**config.mk**
```make
export PLATFORM = sky130hd
export DESIGN_NAME = selective_repeat_sender_window_core
export DESIGN_NICKNAME = d
export VERILOG_FILES = /design/src/rtl/core/srsw_pkg.sv /design/src/rtl/core/srsw_datapath.sv /design/src/rtl/core/srsw_ctrl.sv /design/src/rtl/core/selective_repeat_sender_window_core.sv
export SDC_FILE = /design/constraint.sdc
export NUM_CORES = 1
export LEC_CHECK = 0
export BUFFER_PORTS_ARGS = -buffer_cell sky130_fd_sc_hd__buf_4
export CORE_UTILIZATION = 59
export DETAILED_ROUTE_END_ITERATION = 16
export PLACE_DENSITY = 0.84
export SKIP_CTS_REPAIR_TIMING = 1
export SKIP_LAST_GASP = 1
export SLEW_MARGIN = 20
export SYNTH_ARGS = -nofsm -noshare
export SYNTH_HDL_FRONTEND = slang
export SYNTH_SLANG_ARGS = --single-unit
```
**constraint.sdc**
```tcl
create_clock -name aclk -period 13.1 [get_ports aclk]
set_clock_uncertainty 0.2 [all_clocks]
set_input_delay 0.655 -clock aclk [delete_from_list [all_inputs] [get_ports aclk]]
set_output_delay 0.655 -clock aclk [all_outputs]
set_load 0.1 [all_outputs]
```
**src/rtl/core/srsw_pkg.sv**
```systemverilog
`timescale 1ns / 1ps

package srsw_pkg;

    // Sizes of the window ring and of frame numbers.
    localparam int WINDOW_MAX   = 16;
    localparam int RESULT_LIMIT = 16;
    localparam int FRAME_BITS   = 16;
    localparam int SLOT_BITS    = $clog2(WINDOW_MAX);
    localparam int BASE_BITS    = FRAME_BITS + 1;
    localparam int WALK_BITS    = FRAME_BITS + 2;
    localparam int WIN_BITS     = 5;
    localparam int CNT_BITS     = 32;

    localparam int WIN_LIMIT = (WINDOW_MAX < RESULT_LIMIT) ? WINDOW_MAX : RESULT_LIMIT;

    // Slot states.
    localparam logic [1:0] SLOT_IDLE  = 2'd0;
    localparam logic [1:0] SLOT_SENT  = 2'd1;
    localparam logic [1:0] SLOT_ACKED = 2'd2;

    // Result kinds.
    localparam logic [2:0] EV_SENT     = 3'd0;
    localparam logic [2:0] EV_ACCEPTED = 3'd1;
    localparam logic [2:0] EV_LOST     = 3'd2;
    localparam logic [2:0] EV_IGNORED  = 3'd3;
    localparam logic [2:0] EV_NONE     = 3'd4;

    // Input command codes.
    localparam logic CMD_SEND = 1'b0;
    localparam logic CMD_ACK  = 1'b1;

    // Slot read address selection.
    localparam logic [1:0] RD_WALK = 2'd0;
    localparam logic [1:0] RD_ACK  = 2'd1;
    localparam logic [1:0] RD_BASE = 2'd2;

    // Configuration register indexes.
    localparam logic REG_WIN_LEN     = 1'b0;
    localparam logic REG_FRAME_COUNT = 1'b1;

    typedef struct packed {
        logic                  cmd;
        logic [FRAME_BITS-1:0] ack_frame;
        logic                  ack_ok;
    } in_t;

    typedef struct packed {
        logic [2:0]            event_kind;
        logic [15:0]           frame_number;
        logic [16:0]           window_base;
        logic                  all_done;
        logic [CNT_BITS-1:0]   transmissions;
        logic                  last;
    } out_t;

    typedef struct packed {
        logic       load;
        logic [1:0] rd_sel;
        logic       walk_adv;
        logic       walk_hit;
        logic       flush;
        logic       ack_set_acked;
        logic       ack_clear;
        logic       slide_adv;
        logic       set_kind;
        logic [2:0] kind;
        logic       ack_emit;
    } dp_cmd_t;

    typedef struct packed {
        logic is_ack;
        logic walk_end;
        logic slot_idle;
        logic ack_bad;
        logic ack_good;
        logic slide_more;
        logic out_free;
        logic pend_valid;
    } dp_status_t;

endpackage

```
**src/rtl/core/srsw_datapath.sv**
```systemverilog
`timescale 1ns / 1ps

module srsw_datapath import srsw_pkg::*; (
    input  logic                  aclk,
    input  logic                  aresetn,
    input  logic [WIN_BITS-1:0]   win_eff,
    input  logic [FRAME_BITS-1:0] total_eff,
    input  in_t                   in_data,
    input  dp_cmd_t               cmd,
    output dp_status_t            status,
    output logic                  out_valid,
    input  logic                  out_ready,
    output out_t                  out_data
);

    logic [1:0]            slot_reg [WINDOW_MAX];
    logic [BASE_BITS-1:0]  base_reg;
    logic [CNT_BITS-1:0]   tx_reg;
    logic [WALK_BITS-1:0]  cur_reg;
    logic [WIN_BITS-1:0]   cnt_reg;
    logic                  is_ack_reg;
    logic [FRAME_BITS-1:0] frame_reg;
    logic                  ok_reg;
    logic [2:0]            kind_reg;
    logic                  pend_valid_reg;
    logic [15:0]           pend_frame_reg;
    logic [CNT_BITS-1:0]   pend_tx_reg;
    logic                  out_valid_reg;
    out_t                  out_reg;

    logic [SLOT_BITS-1:0]  rd_addr;
    logic [1:0]            slot_rd;
    logic [CNT_BITS-1:0]   tx_inc;
    logic [WALK_BITS-1:0]  win_end;
    logic                  done_now;
    logic                  out_free;

    always_comb begin
        case (cmd.rd_sel)
            RD_WALK: rd_addr = cur_reg[SLOT_BITS-1:0];
            RD_ACK:  rd_addr = frame_reg[SLOT_BITS-1:0];
            RD_BASE: rd_addr = base_reg[SLOT_BITS-1:0];
            default: rd_addr = cur_reg[SLOT_BITS-1:0];
        endcase
    end

    assign slot_rd  = slot_reg[rd_addr];
    assign tx_inc   = (tx_reg == {CNT_BITS{1'b1}}) ? tx_reg : tx_reg + 1'b1;
    assign win_end  = {1'b0, base_reg} + {{(WALK_BITS-WIN_BITS){1'b0}}, win_eff};
    assign done_now = base_reg > {1'b0, total_eff};
    assign out_free = !out_valid_reg || out_ready;

    always_comb begin
        status.is_ack     = is_ack_reg;
        status.walk_end   = (cnt_reg == win_eff) ||
                            (cur_reg > {2'b0, total_eff});
        status.slot_idle  = slot_rd == SLOT_IDLE;
        status.ack_bad    = ({1'b0, frame_reg} < base_reg) ||
                            ({2'b0, frame_reg} >= win_end) ||
                            (frame_reg > total_eff) ||
                            (slot_rd != SLOT_SENT);
        status.ack_good   = ok_reg;
        status.slide_more = (base_reg <= {1'b0, total_eff}) && (slot_rd == SLOT_ACKED);
        status.out_free   = out_free;
        status.pend_valid = pend_valid_reg;
    end

    // Slot ring and window state.
    always_ff @(posedge aclk) begin
        if (!aresetn) begin
            for (int i = 0; i < WINDOW_MAX; i++) begin
                slot_reg[i] <= SLOT_IDLE;
            end
            base_reg       <= BASE_BITS'(1);
            tx_reg         <= '0;
            pend_valid_reg <= 1'b0;
            out_valid_reg  <= 1'b0;
        end else begin
            if (cmd.walk_hit) begin
                slot_reg[rd_addr] <= SLOT_SENT;
                tx_reg            <= tx_inc;
            end
            if (cmd.ack_set_acked) begin
                slot_reg[rd_addr] <= SLOT_ACKED;
            end
            if (cmd.ack_clear) begin
                slot_reg[rd_addr] <= SLOT_IDLE;
            end
            if (cmd.slide_adv) begin
                slot_reg[rd_addr] <= SLOT_IDLE;
                base_reg          <= base_reg + 1'b1;
            end
            if (cmd.load || cmd.flush) begin
                pend_valid_reg <= 1'b0;
            end else if (cmd.walk_hit) begin
                pend_valid_reg <= 1'b1;
            end
            out_valid_reg <= (out_valid_reg && !out_ready) || cmd.flush || cmd.ack_emit ||
                             (cmd.walk_hit && pend_valid_reg);
        end
    end

    // Item latch, walk position and result staging.
    always_ff @(posedge aclk) begin
        if (cmd.load) begin
            is_ack_reg <= in_data.cmd == CMD_ACK;
            frame_reg  <= in_data.ack_frame;
            ok_reg     <= in_data.ack_ok;
            cur_reg    <= {1'b0, base_reg};
            cnt_reg    <= '0;
        end else if (cmd.walk_adv) begin
            cur_reg <= cur_reg + 1'b1;
            cnt_reg <= cnt_reg + 1'b1;
        end
        if (cmd.set_kind) begin
            kind_reg <= cmd.kind;
        end
        if (cmd.walk_hit) begin
            pend_frame_reg <= cur_reg[15:0];
            pend_tx_reg    <= tx_inc;
        end
        if (cmd.walk_hit && pend_valid_reg) begin
            out_reg.event_kind    <= EV_SENT;
            out_reg.frame_number  <= pend_frame_reg;
            out_reg.window_base   <= base_reg;
            out_reg.all_done      <= done_now;
            out_reg.transmissions <= pend_tx_reg;
            out_reg.last          <= 1'b0;
        end else if (cmd.flush) begin
            out_reg.event_kind    <= pend_valid_reg ? EV_SENT : EV_NONE;
            out_reg.frame_number  <= pend_valid_reg ? pend_frame_reg : 16'd0;
            out_reg.window_base   <= base_reg;
            out_reg.all_done      <= done_now;
            out_reg.transmissions <= pend_valid_reg ? pend_tx_reg : tx_reg;
            out_reg.last          <= 1'b1;
        end else if (cmd.ack_emit) begin
            out_reg.event_kind    <= kind_reg;
            out_reg.frame_number  <= frame_reg;
            out_reg.window_base   <= base_reg;
            out_reg.all_done      <= done_now;
            out_reg.transmissions <= tx_reg;
            out_reg.last          <= 1'b1;
        end
    end

    assign out_valid = out_valid_reg;
    assign out_data  = out_reg;

endmodule

```
**src/rtl/core/srsw_ctrl.sv**
```systemverilog
`timescale 1ns / 1ps

module srsw_ctrl import srsw_pkg::*; (
    input  logic       aclk,
    input  logic       aresetn,
    input  logic       in_valid,
    output logic       in_ready,
    input  dp_status_t status,
    output dp_cmd_t    cmd
);

    localparam logic [2:0] ST_IDLE  = 3'd0;
    localparam logic [2:0] ST_DECO  = 3'd1;
    localparam logic [2:0] ST_WALK  = 3'd2;
    localparam logic [2:0] ST_FLUSH = 3'd3;
    localparam logic [2:0] ST_ACHK  = 3'd4;
    localparam logic [2:0] ST_SLIDE = 3'd5;
    localparam logic [2:0] ST_AOUT  = 3'd6;

    logic [2:0] state_reg;
    logic [2:0] state_next;

    assign in_ready = state_reg == ST_IDLE;

    always_comb begin
        state_next = state_reg;
        cmd        = '0;
        cmd.rd_sel = RD_WALK;
        case (state_reg)
            ST_IDLE: begin
                if (in_valid) begin
                    cmd.load   = 1'b1;
                    state_next = ST_DECO;
                end
            end
            ST_DECO: begin
                state_next = status.is_ack ? ST_ACHK : ST_WALK;
            end
            ST_WALK: begin
                cmd.rd_sel = RD_WALK;
                if (status.walk_end) begin
                    state_next = ST_FLUSH;
                end else if (!status.slot_idle) begin
                    cmd.walk_adv = 1'b1;
                end else if (!status.pend_valid || status.out_free) begin
                    cmd.walk_adv = 1'b1;
                    cmd.walk_hit = 1'b1;
                end
            end
            ST_FLUSH: begin
                if (status.out_free) begin
                    cmd.flush  = 1'b1;
                    state_next = ST_IDLE;
                end
            end
            ST_ACHK: begin
                cmd.rd_sel   = RD_ACK;
                cmd.set_kind = 1'b1;
                if (status.ack_bad) begin
                    cmd.kind   = EV_IGNORED;
                    state_next = ST_AOUT;
                end else if (status.ack_good) begin
                    cmd.kind          = EV_ACCEPTED;
                    cmd.ack_set_acked = 1'b1;
                    state_next        = ST_SLIDE;
                end else begin
                    cmd.kind      = EV_LOST;
                    cmd.ack_clear = 1'b1;
                    state_next    = ST_AOUT;
                end
            end
            ST_SLIDE: begin
                cmd.rd_sel = RD_BASE;
                if (status.slide_more) begin
                    cmd.slide_adv = 1'b1;
                end else begin
                    state_next = ST_AOUT;
                end
            end
            ST_AOUT: begin
                if (status.out_free) begin
                    cmd.ack_emit = 1'b1;
                    state_next   = ST_IDLE;
                end
            end
            default: begin
                state_next = ST_IDLE;
            end
        endcase
    end

    always_ff @(posedge aclk) begin
        if (!aresetn) begin
            state_reg <= ST_IDLE;
        end else begin
            state_reg <= state_next;
        end
    end

endmodule

```
**src/rtl/core/selective_repeat_sender_window_core.sv**
```systemverilog
`timescale 1ns / 1ps

// Sender side of a selective repeat ARQ window. Each input transaction is
// either a send pass (cmd 0), which emits one result transaction for every
// frame in the window that has not been sent yet, in ascending order, or an
// acknowledgment outcome (cmd 1) for one frame, which gives exactly one
// result. A send pass gives one "nothing to send" result when no frame goes
// out; the final result of every input transaction carries last. The block
// works on one input transaction at a time. A send pass runs a slot walk
// that visits one ring slot per cycle while the output register can take
// each result, and stops early at the last frame. A good acknowledgment
// slides the window base, and the slide also visits one slot per cycle.
// s_ready returns in the cycle in which the final result is presented, so
// the block takes no new input before it is through with the last one. A
// result waits in an output register, so a stalled result channel only
// holds the block when a further result is due. The window length and frame
// count registers sit at byte addresses 0 and 4 of the APB port and may only
// be written while the block is idle. The slot ring is cleared at reset, so
// no clearing pass is needed.

module selective_repeat_sender_window_core import srsw_pkg::*; (
    input  logic        aclk,
    input  logic        aresetn,
    // Input channel.
    input  logic        s_valid,
    output logic        s_ready,
    input  in_t         s_data,
    // Result channel.
    output logic        m_valid,
    input  logic        m_ready,
    output out_t        m_data,
    // Configuration port.
    input  logic        psel,
    input  logic        penable,
    input  logic        pwrite,
    input  logic [2:0]  paddr,
    input  logic [31:0] pwdata,
    output logic [31:0] prdata,
    output logic        pready
);

    logic [WIN_BITS-1:0]   win_len_reg;
    logic [15:0]           frame_count_reg;
    logic [WIN_BITS-1:0]   win_eff;
    logic [FRAME_BITS-1:0] total_eff;
    logic                  cfg_write;
    logic                  cfg_index;
    dp_cmd_t               dp_cmd;
    dp_status_t            dp_status;

    // The register index is the word address; any address maps onto one of
    // the two registers.
    assign pready    = 1'b1;
    assign cfg_index = paddr[2];
    assign cfg_write = psel && penable && pwrite;

    always_ff @(posedge aclk) begin
        if (!aresetn) begin
            win_len_reg     <= WIN_BITS'(4);
            frame_count_reg <= 16'd1;
        end else if (cfg_write) begin
            case (cfg_index)
                REG_WIN_LEN:     win_len_reg     <= pwdata[WIN_BITS-1:0];
                REG_FRAME_COUNT: frame_count_reg <= pwdata[15:0];
                default: begin
                end
            endcase
        end
    end

    always_comb begin
        case (cfg_index)
            REG_WIN_LEN:     prdata = {{(32-WIN_BITS){1'b0}}, win_len_reg};
            REG_FRAME_COUNT: prdata = {16'd0, frame_count_reg};
            default:         prdata = '0;
        endcase
    end

    // A window size of zero behaves as one; sizes above the ring depth are
    // clamped to the ring depth.
    always_comb begin
        if (win_len_reg == '0) begin
            win_eff = WIN_BITS'(1);
        end else if (win_len_reg > WIN_BITS'(WIN_LIMIT)) begin
            win_eff = WIN_BITS'(WIN_LIMIT);
        end else begin
            win_eff = win_len_reg;
        end
    end

    // The frame count is taken in its low FRAME_BITS bits.
    assign total_eff = frame_count_reg[FRAME_BITS-1:0];

    // The controller sequences the walk, the acknowledgment check and the
    // base slide; the datapath holds the ring, the counters and the result.
    srsw_ctrl u_ctrl (
        .aclk     (aclk),
        .aresetn  (aresetn),
        .in_valid (s_valid),
        .in_ready (s_ready),
        .status   (dp_status),
        .cmd      (dp_cmd)
    );

    srsw_datapath u_datapath (
        .aclk      (aclk),
        .aresetn   (aresetn),
        .win_eff   (win_eff),
        .total_eff (total_eff),
        .in_data   (s_data),
        .cmd       (dp_cmd),
        .status    (dp_status),
        .out_valid (m_valid),
        .out_ready (m_ready),
        .out_data  (m_data)
    );

endmodule

```
==> results of run 1 <==
-- per-stage QoR --
step | hold WS, ns | setup slack [ns] | cell area (um^2) | cells | power [mW]
after CTS | 0.0483 | 6.58 | 16300 | 1805 | 2.44
final | 0.0661 | 6.54 | 16300 | 1805 | 2.45
after floorplan | 0.206 | 3.51 | 14300 | 1371 | 1.52
after global routing | 0.0539 | 6.33 | 16300 | 1805 | 2.54
after global placement | 0.247 | 6.71 | 15400 | 1753 | 1.66
after detailed placement | 0.252 | 6.61 | 15400 | 1753 | 1.68
-- power by group through the flow --
stage / Combinational [mW] / Clock [mW] / Sequential (mW)
5_1_grt: 0.674 / 0.807 / 1.06
2_1_floorplan: 0.366 / 0 / 1.15
6_report: 0.625 / 0.769 / 1.06
3_5_place_dp: 0.613 / 0 / 1.07
4_1_cts: 0.616 / 0.774 / 1.05
3_3_place_gp: 0.597 / 0 / 1.07
-- critical path: stages (launching register included) --
cell,delay (ns)
dfxtp_1,0.50
nor3b_1,0.80
inv_1,0.26
ha_1,0.37
a221o_2,0.49
nand2_4,0.18
mux2_2,0.36
mux4_2,0.51
o211a_1,0.35
or4_4,0.79
a21oi_4,0.57
buf_4,0.52
mux2_2,0.40
-- cells by family after synthesis --
group	Yosys count	share of synthesized area [%]
flip-flops	268	50.4
AO/OA/AOI/OAI	284	12.8
adder cells (fa/ha/maj)	92	8.11
AND/OR/NAND/NOR	463	16.1
XOR/XNOR	61	3.74
multiplexers	59	4.70
other	2	0.0526
buffers and inverters	127	4.13
-- how the worst max path moves through the flow --
stage                             start                       to  slack, ns  cells past startpoint
global placement    u_ctrl.state_reg[2]   u_datapath.out_data[4]       6.71                     12
CTS                 u_ctrl.state_reg[2]  u_datapath.out_data[18]       6.58                     12
floorplan           u_ctrl.state_reg[2]  u_datapath.out_data[69]       3.51                     14
global route        u_ctrl.state_reg[2]  u_datapath.out_data[18]       6.33                     12
detailed placement  u_ctrl.state_reg[2]  u_datapath.out_data[13]       6.61                     12
finish              u_ctrl.state_reg[2]  u_datapath.out_data[23]       6.54                     12
-- routing by layer --
layer,global-route usage [%],wire [um],up-vias
met5,0,0,-
met4,11.9,1220,0
met3,3.81,2870,102
met2,46.7,16500,573
met1,37.3,13900,5298
li1,-,-,5213
-- layout make-up --
| class | instances | area (um^2) | share of cell area (%) |
|---|---|---|---|
| clock buffer | 41 | 825 | 5.06 |
| clock inverter | 11 | 75.1 | 0.460 |
| inverter | 53 | 199 | 1.22 |
| multi-input combinational | 976 | 6590 | 40.4 |
| sequential | 268 | 7200 | 44.1 |
| tap | 319 | 399 | 2.45 |
| timing repair buffer | 137 | 1030 | 6.31 |
-- layout by cell type (no fill, tap or decap), types with 19 or more instances in the layout --
master and instances:
xor2_1 24, buf_4 137, edfxtp_1 183, mux2_2 36, nand4_1 29, nor2_1 68
nor3_1 27, a21oi_1 92, xnor2_1 37, nand3_1 54, ha_1 91, o21ai_0 61
or3_1 19, clkbuf_16 29, nand2_1 162, dfxtp_1 85, a21o_1 20, inv_1 52
==> reports/results.txt, run 1 <==
Outcome: complete, no violations
Pleak: 6.09 nW
# setup viols final: 0
R2R Setup Slk: 6.54 ns
Synth Area per Inst: 10.5 um^2
Hold Path Depth: 1
Area leader, netlist: edfxtp_1
CP startpoint kind: flip-flop
DR vias/cell: 6.20
Achievable Freq: 152 MHz
DRT iter0 DRCs: 1028
Starting density of the core: 60.5%
TritonCTS Buffers: 28
Number of flip-flops in the largest register: 70
Post-DP HPWL: 24400 um
Internal Pwr Total: 1.60 mW
Synth area leaders: edfxtp_1 (38%), dfxtp_1 (12%), ha_1 (8.0%), nand2_1 (4.3%), a21oi_1 (3.2%)
Post-synth EDFFs: 183
Setup TNS: 0 ns
Hold Fails Final Rpt: 0
Post-synthesis register bit count: 268
Clock power share: 31.4%
Final Cycle Share: 50.1%
Vias in the first global route: 10600
Gpl congestion: 0.919
Total core area: 0.0236 mm^2
P per Cell Area: 150 mW/mm^2
Hold Crit Class: in -> reg
Part of the power in registers: 43.1%
Main synth FF type: edfxtp_1
Post-layout nets: 1616
Worst Tran Pin Value: 1.07 ns
Fillers: 1692
Root Buffer: clkbuf_16
Relative slew slack: 28.9%
H-tree Lvls: 1
Top-area cell type share of the netlist area: 38.5%
Core Util, Final: 69.1%
WL final: 34600 um
Detail Route Antenna Nets: 0
Worst-skew pair later-pin latency: 0.56 ns
RR Startpoint: u_ctrl.state_reg[2]
Die Footprint: 0.0248 mm^2
Sw Share: 34.6%
Initial antenna violation count: 0
Yosys warns: 0
Max_cap viols: 0
Distinct cells, synth: 78
Seq/Total Area, Yosys: 50.4%
Hold_sp: s_data[9]
Fraction of layout cells with a size suffix above 1: 15.9%
Post-Synthesis Cells: 1356
Crit Path Category: reg -> reg
Logic pwr share: 25.5%
VDD IR-drop max: 97.3 uV
Register clock-pin slew on the reported worst setup and hold paths: 0.07 ns
Overflow after GRT: 0
Ant. Diodes: 0
GRT Total Usage: 28.2%
Largest net degree at the start of global routing: 68
DRC viols: 0
DIE HEIGHT: 158 um
DR vias: 11200
1st-pass router iterations: 6
Most frequent cell after synthesis: edfxtp_1
Commonest cells in the netlist: edfxtp_1 (183), nand2_1 (162), a21oi_1 (92)
I/O pins: 165
Die X: 158 um
Mapped Area: 0.0143 mm^2
Worst EP arrival: 6.65 ns
Worst-case clock buffer depth: 3
CTS tree: done
FFs w/ async S/R, synth: 0%
Min cycle time layout: 6.56 ns
Number of placement rows: 56
Reg2Reg Depth: 12
Worst path required time: 13.19 ns
CP max FO: 55
NetSw: 0.848 mW
WL per Instance: 19.2 um
First-pass GRT wire length: 54800 um
Worst reg2reg path endpoint: u_datapath.out_data[23]
Pins Over Slew Limit: 0
Worst hold path endpoint: u_datapath.frame_reg[8]
Port Buffer Count: 129
Crit. End Element: flip-flop
Area growth syn-to-layout: 14.2%
Clk sink count: 268
RSZ-0062 raised after global routing: false
(Power assumes the default switching activity.)
==> run 2: changes to the inputs <==
- ABC_AREA: not set -> 1
- clock period: 13.1 -> 6.7 ns (I/O delays scaled with it)
==> run 2 against run 1 <==
  * Synthesized area is 3.7% higher
  * Die area increased by 3.7%
  * Hold slack got worse by 0.047 ns
  * Non-clock buffer count grew 35
  * Critical endpoint is now u_datapath.slot_reg[5][1]
==> reports/results.txt, run 2 <==
Outcome: complete, no violations (unchanged)
CP max FO: 16 (was 55)
R2R Setup Slk: 1.31 ns (was 6.54 ns)
Port Buffer Count: 129 (unchanged)
Post-Synthesis Cells: 1746 (was 1356)
Fillers: 1906 (was 1692)
WL per Instance: 18.1 um (was 19.2 um)
Max_cap viols: 0 (unchanged)
Die X: 160 um (was 158 um)
Distinct cells, synth: 47 (was 78)
Detail Route Antenna Nets: 0 (unchanged)
Pre-CTS setup slack: 1.41 ns (was 6.61 ns)
Worst reg2reg path endpoint: u_datapath.slot_reg[5][1] (was u_datapath.out_data[23])
Total core area: 0.0245 mm^2 (was 0.0236 mm^2)
FFs w/ async S/R, synth: 0% (unchanged)
Largest net degree at the start of global routing: 73 (was 68)
Fraction of layout cells with a size suffix above 1: 11.5% (was 15.9%)
P per Cell Area: 324 mW/mm^2 (was 150 mW/mm^2)
Critical path launch point: win_len_reg[1] (was u_ctrl.state_reg[2])
Pleak: 7.07 nW (was 6.09 nW)
Root Buffer: clkbuf_16 (unchanged)
CTS tree: done (unchanged)
CP startpoint kind: flip-flop (unchanged)
Synth area leaders: edfxtp_1 (37%), dfxtp_1 (11%), nand2_1 (10%), ha_1 (7.7%), nor2_1 (5.1%) (was edfxtp_1 (38%), dfxtp_1 (12%), ha_1 (8.0%), nand2_1 (4.3%), a21oi_1 (3.2%))
Setup TNS: 0 ns (unchanged)
Logic pwr share: 34.3% (was 25.5%)
GRT Total Usage: 30.1% (was 28.2%)
Gpl congestion: 0.927 (was 0.919)
Main synth FF type: edfxtp_1 (unchanged)
Post-layout nets: 2043 (was 1616)
Die Footprint: 0.0257 mm^2 (was 0.0248 mm^2)
Area leader, netlist: edfxtp_1 (unchanged)
Crit Path Category: reg -> reg (unchanged)
Part of the power in registers: 40.5% (was 43.1%)
Commonest cells after routing, fill and taps aside: nand2_1 (409), nor2_1 (202), edfxtp_1 (183) (was edfxtp_1 (183), nand2_1 (162), buf_4 (137))
Pins Over Slew Limit: 0 (unchanged)
Synth Area per Inst: 8.49 um^2 (was 10.5 um^2)
RR Startpoint: win_len_reg[1] (was u_ctrl.state_reg[2])
Placed Instance Area: 0.0159 mm^2 (was 0.0154 mm^2)
Hold Crit Class: in -> reg (unchanged)
H-tree Lvls: 1 (unchanged)
Commonest cells in the netlist: nand2_1 (410), nor2_1 (202), edfxtp_1 (183) (was edfxtp_1 (183), nand2_1 (162), a21oi_1 (92))
Post-DP HPWL: 28400 um (was 24400 um)
Yosys warns: 0 (unchanged)
DR vias: 12900 (was 11200)
VDD IR-drop max: 244 uV (was 97.3 uV)
Most common cell after layout, fill and taps aside: nand2_1 (was edfxtp_1)
Min cycle time layout: 5.39 ns (was 6.56 ns)
NetSw: 2.23 mW (was 0.848 mW)
Final instance area: 0.0170 mm^2 (was 0.0163 mm^2)
Seq. cell area: 0.00720 mm^2 (unchanged)
Number of flip-flops in the largest register: 70 (unchanged)
Vias in the first global route: 12100 (was 10600)
Clk sink count: 268 (unchanged)
Worst EP arrival: 5.46 ns (was 6.65 ns)
Worst Tran Pin Value: 0.957 ns (was 1.07 ns)
Final worst-path setup slack: 1.31 ns (was 6.54 ns)
Starting density of the core: 60.6% (was 60.5%)
Seq/Total Area, Yosys: 48.6% (was 50.4%)
Worst-case clock buffer depth: 3 (unchanged)
Crit path capture: u_datapath.slot_reg[5][1] (was u_datapath.out_data[23])
DRC viols: 0 (unchanged)
Hold Path Depth: 4 (was 1)
1st-pass router iterations: 5 (was 6)
Ant. Diodes: 0 (unchanged)
DIE HEIGHT: 160 um (was 158 um)
TritonCTS Buffers: 27 (was 28)
First-pass GRT wire length: 61500 um (was 54800 um)
DRT iter0 DRCs: 1330 (was 1028)
Top-area cell type share of the netlist area: 37.1% (was 38.5%)
I/O pins: 165 (unchanged)
Worst-skew pair later-pin latency: 0.56 ns (about the same)
Area occupied by multi-input gates: 0.00661 mm^2 (was 0.00659 mm^2)
WL final: 40400 um (was 34600 um)
# setup viols final: 0 (unchanged)
Number of placement rows: 57 (was 56)
Area growth syn-to-layout: 14.9% (was 14.2%)
Internal Pwr Total: 3.29 mW (was 1.60 mW)
Worst path required time: 6.76 ns (was 13.19 ns)
DR vias/cell: 5.77 (was 6.20)
Reg2Reg Depth: 25 (was 12)
Clock power share: 25.2% (was 31.4%)
Relative slew slack: 36.0% (was 28.9%)
Overflow after GRT: 0 (unchanged)
Achievable Freq: 185 MHz (was 152 MHz)
Crit. End Element: flip-flop (unchanged)
Sw Share: 40.4% (was 34.6%)
Post-synthesis register bit count: 268 (unchanged)
Register clock-pin slew on the reported worst setup and hold paths: 0.06 ns (was 0.07 ns)
Most frequent cell after synthesis: nand2_1 (was edfxtp_1)
Hold Fails Final Rpt: 0 (unchanged)
RSZ-0062 raised after global routing: false (unchanged)
Mapped Area: 0.0148 mm^2 (was 0.0143 mm^2)
Initial antenna violation count: 0 (unchanged)
Post-synth EDFFs: 183 (unchanged)
Final hold slack: 0.0190 ns (was 0.0661 ns)
Final Cycle Share: 80.5% (was 50.1%)
==> run 2: cell families (layout without fill, tap and decap cells) <==
group | after synthesis | in the layout | share of synthesized area [%]
AO/OA/AOI/OAI | 247 | 247 | 8.80
XOR/XNOR | 45 | 45 | 2.66
adder cells (fa/ha/maj) | 92 | 92 | 7.82
buffers and inverters | 242 | 392 | 7.24
flip-flops | 268 | 268 | 48.6
other | 2 | 17 | 0.0507
AND/OR/NAND/NOR | 850 | 850 | 24.9
==> run 2: worst max-delay path: stages (launching register included) <==
cell      delay [ns]
dfxtp_1         0.30
inv_1           0.19
nand4_1         0.15
a21oi_1         0.41
ha_1            0.29
inv_1           0.07
fa_1            0.39
o21ai_0         0.37
nand2_1         0.14
a21oi_1         0.27
nand2_1         0.11
xor2_1          0.15
ha_1            0.28
nand2_1         0.09
nor2_1          0.05
a211oi_1        0.25
nand2_1         0.09
nand2_1         0.06
nand2_1         0.04
nand2_1         0.11
nand3_1         0.15
nor2_4          0.19
nand3_2         0.11
nand3_2         0.37
nand2_1         0.17
nand2_1         0.14
==> run 2: final cells by class <==
class                           instances  share of cell area (%)
Clock buffer                           35                    4.21
Clock inverter                         14                   0.419
Inverter                              171                    3.77
Multi-Input combinational cell       1251                    38.8
Sequential cell                       268                    42.3
Tap cell                              324                    2.38
Timing Repair Buffer                  172                    8.11
==> run 2: worst min-delay path by stage <==
stage	from	end	slack (ns)
finish	m_ready	u_datapath.out_valid	0.02
global route	penable	win_len_reg[2]	0.04
CTS	s_data[1]	u_datapath.frame_reg[0]	-0.26
detailed placement	u_datapath.cur_reg[17]	u_datapath.cur_reg[17]	0.24
global placement	u_datapath.cur_reg[17]	u_datapath.cur_reg[17]	0.23
floorplan	u_datapath.cur_reg[17]	u_datapath.cur_reg[17]	0.21
==> run 2: metrics by stage <==
step                util (%)  cells  total power [mW]
floorplan                  -   1761              3.63
global placement        64.9   2151              4.03
detailed placement      64.9   2151              4.10
CTS                     68.1   2200              5.47
global route            69.6   2235              5.78
finish                  69.6   2235              5.52
==> run 2: power by group through the flow <==
| stage | Sequential [mW] | Combinational [mW] | Clock [mW] |
|---|---|---|---|
| floorplan | 2.51 | 1.12 | 0 |
| global placement | 2.25 | 1.78 | 0 |
| detailed placement | 2.26 | 1.84 | 0 |
| CTS | 2.23 | 1.86 | 1.39 |
| global route | 2.25 | 2.07 | 1.46 |
| finish | 2.24 | 1.89 | 1.39 |
==> run 2: metal layers <==
layer / global-route usage [%] / part of all wire, %
met3: 3.98 / 9.0
met4: 9.31 / 2.3
met5: 0 / 0
met2: 49.6 / 48
met1: 41.2 / 41
==> run 3: changes to the inputs <==
- ABC_AREA: 1 -> 0
- CORE_UTILIZATION: 59 -> 53
- PLACE_DENSITY: 0.84 -> 0.8
- clock period: 6.7 -> 4.5 ns (I/O delays scaled with it)
==> run 3 against run 2 <==
  * The run now ends with design-rule violations, negative setup slack left
  * Clock power is 69% higher
  * Final area is 2.9% higher
  * Power is 36% higher
  * Combinational power is 11% higher
  * Register-to-register slack worse by 1.4 ns
  * Worst setup slack worse by 1.4 ns
  * Largest power group unchanged
==> reports/results.txt, run 3 (synthesis results as in run 1) <==
VDD IR-drop max: 318 uV (was 244 uV)
Die X: 166 um (was 160 um)
Critical-path cell list: nor3_2, nor2_2, nor2_2, ha_2, inv_1, fa_2, nor2b_2, o31a_1, o21a_2, nand2_1, xnor2_1, ha_1, nand2_1, o21ai_1, a21o_1, a21oi_1, a32o_2, and4_4, a2111oi_4, buf_6, a21oi_2
Hold Crit Class: in -> reg (unchanged)
Reg2Reg Depth: 21 (was 25)
CP startpoint kind: flip-flop (unchanged)
Hold Fails Final Rpt: 0 (unchanged)
Ant. Diodes: 0 (unchanged)
DRC viols: 14 (was 0)
Post-DP HPWL: 25600 um (was 28400 um)
Seq. cell area: 0.00720 mm^2 (about the same)
Worst Tran Pin Value: 0.809 ns (was 0.957 ns)
Max_cap viols: 0 (unchanged)
Failing checks: design-rule violations, negative setup slack
Relative slew slack: 45.4% (was 36.0%)
Commonest cells after routing, fill and taps aside: buf_4 (191), edfxtp_1 (183), nand2_1 (162) (was nand2_1 (409), nor2_1 (202), edfxtp_1 (183))
Fraction of layout cells with a size suffix above 1: 21.1% (was 11.5%)
Hold Path Depth: 3 (was 4)
Register clock-pin slew on the reported worst setup and hold paths: 0.06 ns (about the same)
Min cycle time layout: 4.57 ns (was 5.39 ns)
GRT Total Usage: 25.8% (was 30.1%)
Hold_sp: aresetn (was m_ready)
Gpl congestion: 0.979 (was 0.927)
RSZ-0062 raised after global routing: true (was false)
Final worst-path setup slack: -0.0677 ns (was 1.31 ns)
Clock power share: 31.3% (was 25.2%)
Pins Over Slew Limit: 0 (unchanged)
Core Util, Final: 66.6% (was 69.6%)
# setup viols final: 32 (was 0)
Outcome: finished with violations (was complete, no violations)
First-pass GRT wire length: 57000 um (was 61500 um)
Vias in the first global route: 11100 (was 12100)
Internal Pwr Total: 4.95 mW (was 3.29 mW)
Setup TNS: -1.63 ns (was 0 ns)
Max incr delay on CP: 0.44 ns (was 0.41 ns)
Most common cell after layout, fill and taps aside: buf_4 (was nand2_1)
Worst EP arrival: 4.62 ns (was 5.46 ns)
TritonCTS Buffers: 29 (was 27)
Part of the power in registers: 40.8% (was 40.5%)
WL final: 37900 um (was 40400 um)
Fillers: 1901 (was 1906)
DRT iter0 DRCs: 1400 (was 1330)
Area occupied by multi-input gates: 0.00669 mm^2 (was 0.00661 mm^2)
WL per Instance: 19.7 um (was 18.1 um)
Final Cycle Share: 102% (was 80.5%)
CP delay by family, top: compound AO/OA/AOI/OAI gates (was simple AND/OR/NAND/NOR gates)
Worst hold path endpoint: win_len_reg[0] (was u_datapath.out_valid)
Area growth syn-to-layout: 22.5% (was 14.9%)
P per Cell Area: 429 mW/mm^2 (was 324 mW/mm^2)
Number of flip-flops in the largest register: 70 (unchanged)
Clk sink count: 268 (unchanged)
Number of placement rows: 59 (was 57)
Overflow after GRT: 0 (unchanged)
Worst-case clock buffer depth: 3 (unchanged)
Pleak: 6.66 nW (was 7.07 nW)
1st-pass router iterations: 11 (was 5)
Port Buffer Count: 129 (unchanged)
Worst reg2reg path endpoint: u_datapath.slot_reg[5][0] (was u_datapath.slot_reg[5][1])
Worst path required time: 4.55 ns (was 6.76 ns)
Detail Route Antenna Nets: 0 (unchanged)
CP max FO: 8 (was 16)
Bufs and invs on worst path: 2 (unchanged)
Total core area: 0.0263 mm^2 (was 0.0245 mm^2)
Crit. End Element: flip-flop (unchanged)
CTS tree: done (unchanged)
Logic pwr share: 27.8% (was 34.3%)
Starting density of the core: 54.4% (was 60.6%)
Initial antenna violation count: 0 (unchanged)
R2R Setup Slk: -0.07 ns (was 1.31 ns)
H-tree Lvls: 1 (unchanged)
RR Startpoint: win_len_reg[2] (was win_len_reg[1])
DIE HEIGHT: 166 um (was 160 um)
I/O pins: 165 (unchanged)
Worst-skew pair later-pin latency: 0.54 ns (was 0.56 ns)
NetSw: 2.56 mW (was 2.23 mW)
Die Footprint: 0.0276 mm^2 (was 0.0257 mm^2)
Post-layout nets: 1723 (was 2043)
DR vias: 11700 (was 12900)
CP max stage cell: a2111oi_4 (was a21oi_1)
Root Buffer: clkbuf_16 (unchanged)
Largest net degree at the start of global routing: 64 (was 73)
Sw Share: 34.0% (was 40.4%)
Crit Path Category: reg -> reg (unchanged)
DR vias/cell: 6.07 (was 5.77)
Achievable Freq: 219 MHz (was 185 MHz)
==> run 3: cell count changes in the layout (fill, tap and decap cells not counted), sizes merged, moves of 19 or more <==
cell   delta
xnor2    +31
mux2     +42
nor2    -141
inv     -114
buf      +66
nand2   -265
nand3    -68
o21ai    -48
or3      +19
==> run 3: metrics by stage <==
stage	instance area, um^2	power, mW	cells	hold WS [ns]	setup WS [ns]
6_report	17500	7.51	1928	0.0479	-0.0677
5_1_grt	17500	7.79	1928	0.0551	-0.207
4_1_cts	16900	7.40	1879	-0.347	-0.188
3_5_place_dp	15900	5.07	1826	0.205	-0.146
3_3_place_gp	15900	5.02	1826	0.206	-0.0638
2_1_floorplan	14400	4.43	1371	0.124	-0.650
==> run 3: how the worst max path moves through the flow <==
stage	startpoint	end	slack, ns	cells after the start
after CTS	win_len_reg[3]	u_datapath.slot_reg[5][0]	-0.19	20
after floorplan	u_ctrl.state_reg[1]	u_datapath.out_data[10]	-0.65	13
after global routing	win_len_reg[2]	u_datapath.slot_reg[3][1]	-0.21	21
final	win_len_reg[2]	u_datapath.slot_reg[5][0]	-0.07	21
after detailed placement	win_len_reg[3]	u_datapath.slot_reg[5][1]	-0.15	20
after global placement	win_len_reg[3]	u_datapath.slot_reg[10][0]	-0.06	21
==> run 3: worst reg2reg max path: cells and delay by family, from the launching register on <==
kind                     cells  cell delay [ns]
XOR/XNOR                     1             0.13
AO/OA/AOI/OAI                8             1.57
flip-flops                   1             0.32
buffers and inverters        2             0.31
AND/OR/NAND/NOR              7             0.91
adder cells (fa/ha/maj)      3             0.84
==> run 3: power by group through the flow <==
stage	registers [mW]	logic [mW]	clock network, mW
6_report	3.07	2.09	2.35
4_1_cts	3.06	1.98	2.37
5_1_grt	3.08	2.23	2.47
3_3_place_gp	3.10	1.91	0
2_1_floorplan	3.34	1.08	0
3_5_place_dp	3.11	1.97	0
==> run 3: area by class of cell <==
class | count | share of cell area, %
Tap cell | 335 | 2.39
Multi-Input combinational cell | 976 | 38.2
Inverter | 53 | 1.14
Timing Repair Buffer | 243 | 11.7
Clock buffer | 40 | 4.68
Clock inverter | 13 | 0.708
Sequential cell | 268 | 41.1
==> run 3: per-layer routing <==
metal | share of wire (%) | GRT usage [%]
met1 | 40 | 33.5
met2 | 48 | 43.2
met3 | 8.4 | 3.60
met4 | 3.4 | 10.9
met5 | 0 | 0
